## config.mk

```make
export PLATFORM = sky130hd
export DESIGN_NAME = lcr_table
export DESIGN_NICKNAME = d
export VERILOG_FILES = /design/src/layer_cell_resolve_with_shadow_top_macros.svh /design/src/lcr_pkg.sv /design/src/lcr_table.sv
export SDC_FILE = /design/constraint.sdc
export NUM_CORES = 2
export LEC_CHECK = 0
export BUFFER_PORTS_ARGS = -buffer_cell sky130_fd_sc_hd__buf_4
export CAP_MARGIN = 20
export CORE_AREA = 2 2 627 629
export DETAILED_ROUTE_END_ITERATION = 16
export DIE_AREA = 0 0 629 631
export SLEW_MARGIN = 0
export SYNTH_ARGS = -nofsm -noshare
export SYNTH_HDL_FRONTEND = slang
export SYNTH_SLANG_ARGS = --single-unit
```

## constraint.sdc

```tcl
create_clock -name clk_i -period 0.9 [get_ports clk_i]
set_input_delay 0.045 -clock clk_i [delete_from_list [all_inputs] [get_ports clk_i]]
set_output_delay 0.045 -clock clk_i [all_outputs]
set_load 0.03 [all_outputs]
```

## src/layer_cell_resolve_with_shadow_top_macros.svh

```systemverilog
// Assertion helpers used by lcr_pipe.
`ifndef LAYER_CELL_RESOLVE_WITH_SHADOW_TOP_MACROS_SVH
`define LAYER_CELL_RESOLVE_WITH_SHADOW_TOP_MACROS_SVH
`ifndef ASSERT_OFF
`define LCR_ASSERT(lbl, clk, rst_n, prop, msg) \
  lbl: assert property (@(posedge clk) disable iff (!rst_n) prop) else $error(msg);
`define LCR_ASSERT_NEXT(lbl, clk, rst_n, pre, post, msg) \
  lbl: assert property (@(posedge clk) disable iff (!rst_n) (pre) |=> (post)) else $error(msg);
`else
`define LCR_ASSERT(lbl, clk, rst_n, prop, msg)
`define LCR_ASSERT_NEXT(lbl, clk, rst_n, pre, post, msg)
`endif
`endif

```

## src/lcr_pkg.sv

```systemverilog
package lcr_pkg;
  localparam int unsigned MaxLayersDefault = 8;
  localparam int unsigned IdxW = 5;
  localparam int unsigned LimW = 6;

  typedef enum logic [1:0] {
    MODE_RECT    = 2'd0,
    MODE_CLIP    = 2'd1,
    MODE_SCLIP   = 2'd2,
    MODE_RESOLVE = 2'd3
  } mode_e;

  typedef enum logic [1:0] {
    REG_SHADOW_DX = 2'd0,
    REG_SHADOW_DY = 2'd1
  } cfg_reg_e;

  typedef struct packed {
    logic signed [15:0] x;
    logic signed [15:0] y;
    logic [14:0]        w;
    logic [14:0]        h;
  } box_t;

  // Wide signed coordinate, room for edge plus extent plus offset
  typedef logic signed [19:0] crd_t;

  function automatic crd_t sx16(logic signed [15:0] v);
    return crd_t'(v);
  endfunction

  function automatic crd_t ux15(logic [14:0] v);
    return crd_t'({5'd0, v});
  endfunction

  function automatic logic holds(crd_t px, crd_t py, crd_t x, crd_t y, crd_t w, crd_t h);
    return (px >= x) && (px < x + w) && (py >= y) && (py < y + h);
  endfunction
endpackage

```

## src/lcr_table.sv

```systemverilog
module lcr_table #(
  parameter int unsigned MaxLayers = lcr_pkg::MaxLayersDefault
) (
  input  logic                  clk_i,
  input  logic                  rst_ni,
  input  logic                  wr_en_i,
  input  lcr_pkg::mode_e        wr_mode_i,
  input  logic [2:0]            wr_slot_i,
  input  lcr_pkg::box_t         wr_box_i,
  input  logic                  wr_flag_i,
  input  logic                  cfg_valid_i,
  input  logic [1:0]            cfg_index_i,
  input  logic [7:0]            cfg_data_i,
  output lcr_pkg::box_t         frame_o  [MaxLayers],
  output lcr_pkg::box_t         clip_o   [MaxLayers],
  output lcr_pkg::box_t         sclip_o  [MaxLayers],
  output logic [MaxLayers-1:0]  cast_o,
  output logic [MaxLayers-1:0]  clip_on_o,
  output logic [MaxLayers-1:0]  sclip_on_o,
  output logic signed [7:0]     dx_o,
  output logic signed [7:0]     dy_o
);
  import lcr_pkg::*;

  box_t                 frame_q [MaxLayers];
  box_t                 clip_q  [MaxLayers];
  box_t                 sclip_q [MaxLayers];
  logic [MaxLayers-1:0] cast_q, clip_on_q, sclip_on_q;
  logic signed [7:0]    dx_q, dy_q;

  // Load one table entry per write transaction; slots past the table drop
  always_ff @(posedge clk_i or negedge rst_ni) begin
    if (!rst_ni) begin
      for (int i = 0; i < MaxLayers; i++) begin
        frame_q[i] <= '0;
        clip_q[i]  <= '0;
        sclip_q[i] <= '0;
      end
      cast_q     <= '0;
      clip_on_q  <= '0;
      sclip_on_q <= '0;
    end else if (wr_en_i) begin
      for (int i = 0; i < MaxLayers; i++) begin
        if (32'(wr_slot_i) == i) begin
          case (wr_mode_i)
            MODE_RECT: begin
              frame_q[i] <= wr_box_i;
              cast_q[i]  <= wr_flag_i;
            end
            MODE_CLIP: begin
              clip_q[i]    <= wr_box_i;
              clip_on_q[i] <= wr_flag_i;
            end
            MODE_SCLIP: begin
              sclip_q[i]    <= wr_box_i;
              sclip_on_q[i] <= wr_flag_i;
            end
            default: ;
          endcase
        end
      end
    end
  end

  // Shadow offset registers
  always_ff @(posedge clk_i or negedge rst_ni) begin
    if (!rst_ni) begin
      dx_q <= 8'sd1;
      dy_q <= 8'sd1;
    end else if (cfg_valid_i) begin
      case (cfg_index_i)
        REG_SHADOW_DX: dx_q <= cfg_data_i;
        REG_SHADOW_DY: dy_q <= cfg_data_i;
        default: ;
      endcase
    end
  end

  assign frame_o    = frame_q;
  assign clip_o     = clip_q;
  assign sclip_o    = sclip_q;
  assign cast_o     = cast_q;
  assign clip_on_o  = clip_on_q;
  assign sclip_on_o = sclip_on_q;
  assign dx_o       = dx_q;
  assign dy_o       = dy_q;
endmodule

```

==> results.txt <==
VDD IR-drop max -> 1.82 mV
Largest net degree at the start of global routing -> 74
DR vias -> 39700
Clock transition at path regs -> 0.06 ns
Gpl congestion -> 0.797
Seq/Total Area, Yosys -> 67.2%
Share of layout cells above drive strength 1 -> 70.1%
Routed vias/inst -> 3.60
Syn_area_per_cell -> 16.9 um^2
R2R setup slack -> -0.15 ns
Critical path fanouts, max -> 2
First-pass GRT wire length -> 357000 um
Non-Filler Instances -> 11100
Crit end category -> output pin
Setup ws final -> -0.663 ns
RSZ-0062 raised after global routing -> true
Number of synthesized register bits -> 1528
Global routing usage on met1 -> 14.7%
Startpoint Class -> flop
Final #Nets -> 5755
Required @ worst endpoint -> 0.85 ns
Worst EP arrival -> 1.52 ns
HPWL after detailed placement -> 193000 um
Final setup viols -> 2281
Grt met2 use -> 22.8%
Post-CTS Hold Buffers -> 86
Ys Warns -> 0
Cell Pwr Density -> 2690 nW/um^2
Fmax -> 640 MHz
Die Ht -> 631 um
Drt drc -> 0
Hold Crit Start -> wr_slot_i[1]
Core area -> 391000 um^2
CTS Buffer Depth -> 4
Total power draw -> 253 mW
Status -> finished with violations
DR WL/cell -> 24.0 um
Worst setup path category -> flop to output pin
Initial Util -> 14.6%
Final WL -> 265000 um
IO Pins -> 1610
Die Footprint -> 397000 um^2
Worst skew pair latency -> 0.85 ns
GRT Total Usage -> 12.8%
Initial antenna violation count -> 47
Synth area leaders -> dfrtp_1 (67%), mux2_2 (28%), mux2_1 (2.4%), buf_2 (1.3%), clkbuf_1 (0.84%)
Number of global-route vias before repair -> 42900
Synth cell count leaders -> dfrtp_1 (1526), mux2_2 (1408), buf_2 (150)
Reg2Reg Depth -> 3
# H-tree levels -> 4
Routed Antenna Nets -> 0
Cells after synthesis -> 3372
Rows -> 230
Failing checks -> hold timing, setup timing
R2R Path End -> sclip_o[227]$_DFFE_PN0P_
Fillers -> 40500
Slew Viols, Final -> 0
Number of hold violations in the final report -> 3
Hold Path Class -> input port to flop
Grt met3 use -> 2.90%
Clock buffer count from CTS -> 178
Most frequent cell after synthesis -> dfrtp_1
P&R area growth vs syn -> 65.3%
Rel. slew slack -> 36.8%
Cell taking the most area after synthesis -> dfrtp_1
CTS tree -> built
Number of synthesized flops with an enable pin -> 0
Most Crowded Layer GR -> met2
Pre-antenna DRT Iters -> 5
Hold path depth -> 5
Slew @ Worst Pin -> 0.946 ns
Post-synth cell types -> 17
Hold endpoint -> frame_o[387]$_DFFE_PN0P_
Syn Nets -> 3454
GRT overflow -> 0
FF-to-FF Start -> sclip_o[227]$_DFFE_PN0P_
Leakage power -> 44.3 nW
Async SR Flop Fraction -> 100%
Ys flop type -> dfrtp_1
Clk sink count -> 1528
Port buffer count -> 1609
Mapped Area -> 56900 um^2
Setup TNS -> -892.59 ns
Die X -> 629 um
Hold slack -> -0.0233 ns
Post-synth top area share -> 67.1%
Final Critical Period -> 1.56 ns
Drt first-iter violations -> 1620
Root Driver -> clkbuf_16
Max-cap check violation count -> 0
Placed cell count -> 10300
Crit share post-route -> 174%
Skew final -> 0 ns
[registers in the layout, indices dropped and copies added (netlist names)]
register / cells
cast_o: 8
clip_o: 496
clip_on_o: 8
dx_o: 8
dy_o: 8
frame_o: 496
sclip_o: 496
sclip_on_o: 8
[worst max-delay path by stage]
stage                                    end                    start
floorplan           sclip_o[100]$_DFFE_PN0P_             wr_mode_i[0]
global placement    frame_o[110]$_DFFE_PN0P_             wr_slot_i[1]
detailed placement   frame_o[87]$_DFFE_PN0P_             wr_slot_i[1]
CTS                                  dx_o[0]      dx_o[0]$_DFFE_PN1P_
global route                     clip_o[416]  clip_o[416]$_DFFE_PN0P_
finish                           clip_o[416]  clip_o[416]$_DFFE_PN0P_
[area by class of cell]
type                    count  area [um^2]  share of cell area, %
diodes                     25         62.6                 0.0665
clock buffers             250         4990                   5.30
clock inverters            65          928                  0.987
multi-input cells        1566        17900                   19.1
flip-flops and latches   1528        38200                   40.7
well taps                5220         6530                   6.94
repair buffers           2399        25400                   27.0
[power by group]
part           leakage (nW)  switching, mW  total [mW]  internal [mW]
Clock                  2.88           30.8        74.0           43.3
Combinational          21.9           46.6        86.1           39.5
Sequential             19.5           10.2        92.5           82.3
Total                  44.3           87.5         253            165
[metrics by stage]
| step | util (%) | setup WS, ns | cell area [um^2] | hold WS (ns) |
|---|---|---|---|---|
| 6_report | 24.1 | -0.663 | 94100 | -0.0233 |
| 3_5_place_dp | 20.3 | -1.34 | 79200 | 0.296 |
| 5_1_grt | 24.1 | -0.763 | 94000 | -0.0668 |
| 2_1_floorplan | - | -0.423 | 57400 | -0.251 |
| 3_3_place_gp | 20.3 | -1.36 | 79200 | 0.290 |
| 4_1_cts | 23.8 | -0.778 | 93000 | -0.107 |
[cells by family (layout without fill, tap and decap cells)]
kind of cell / after synthesis / after routing / synth area share [%]
buffers and inverters: 278 / 2714 / 2.16
flip-flops: 1528 / 1528 / 67.2
multiplexers: 1528 / 1528 / 30.2
other: 0 / 25 / 0
AND/OR/NAND/NOR: 38 / 38 / 0.400
[metal layers]
layer / up-vias / share of wire [%]
met4: 4 / 4.1
met5: - / 0.0087
met3: 453 / 6.1
li1: 16400 / -
met2: 1562 / 51
met1: 21300 / 38
[what timing repair did]
item	CTS	global route
setup buffers	218	124
endpoints found under the setup margin	1824	2195
cloned	0	0
resized for setup	1444	25
pin swaps	0	0
hold endpoints to repair	3056	17
[worst max-delay path: stages, from the launching register on]
cell,delay [ns]
dfrtp_1,0.40
buf_6,0.14
buf_8,0.13
[placed cells by master, fill, tap and decap left out, types with 2 or more instances in the layout]
cell              n
buf_12          132
clkinv_2         22
nand4b_1          2
mux2_4           82
inv_6             7
nand2_4          12
dfrtp_2           6
dlygate4sd3_1    86
nand2b_1          2
nor2b_4           3
buf_4           721
nor2b_1           2
buf_6          1455
clkbuf_8         24
dfrtp_1        1520
clkinv_16         4
clkbuf_16       179
clkinvlp_4        5
dfstp_2           2
mux2_1           77
clkinv_4          6
buf_8             4
bufinv_16        15
nor2_4            6
or3_4             2
clkinv_8          4
clkbuf_1         47
and4bb_2          3
mux2_2         1369
diode_2          25
No activity file was read; power rests on OpenSTA's default activity.
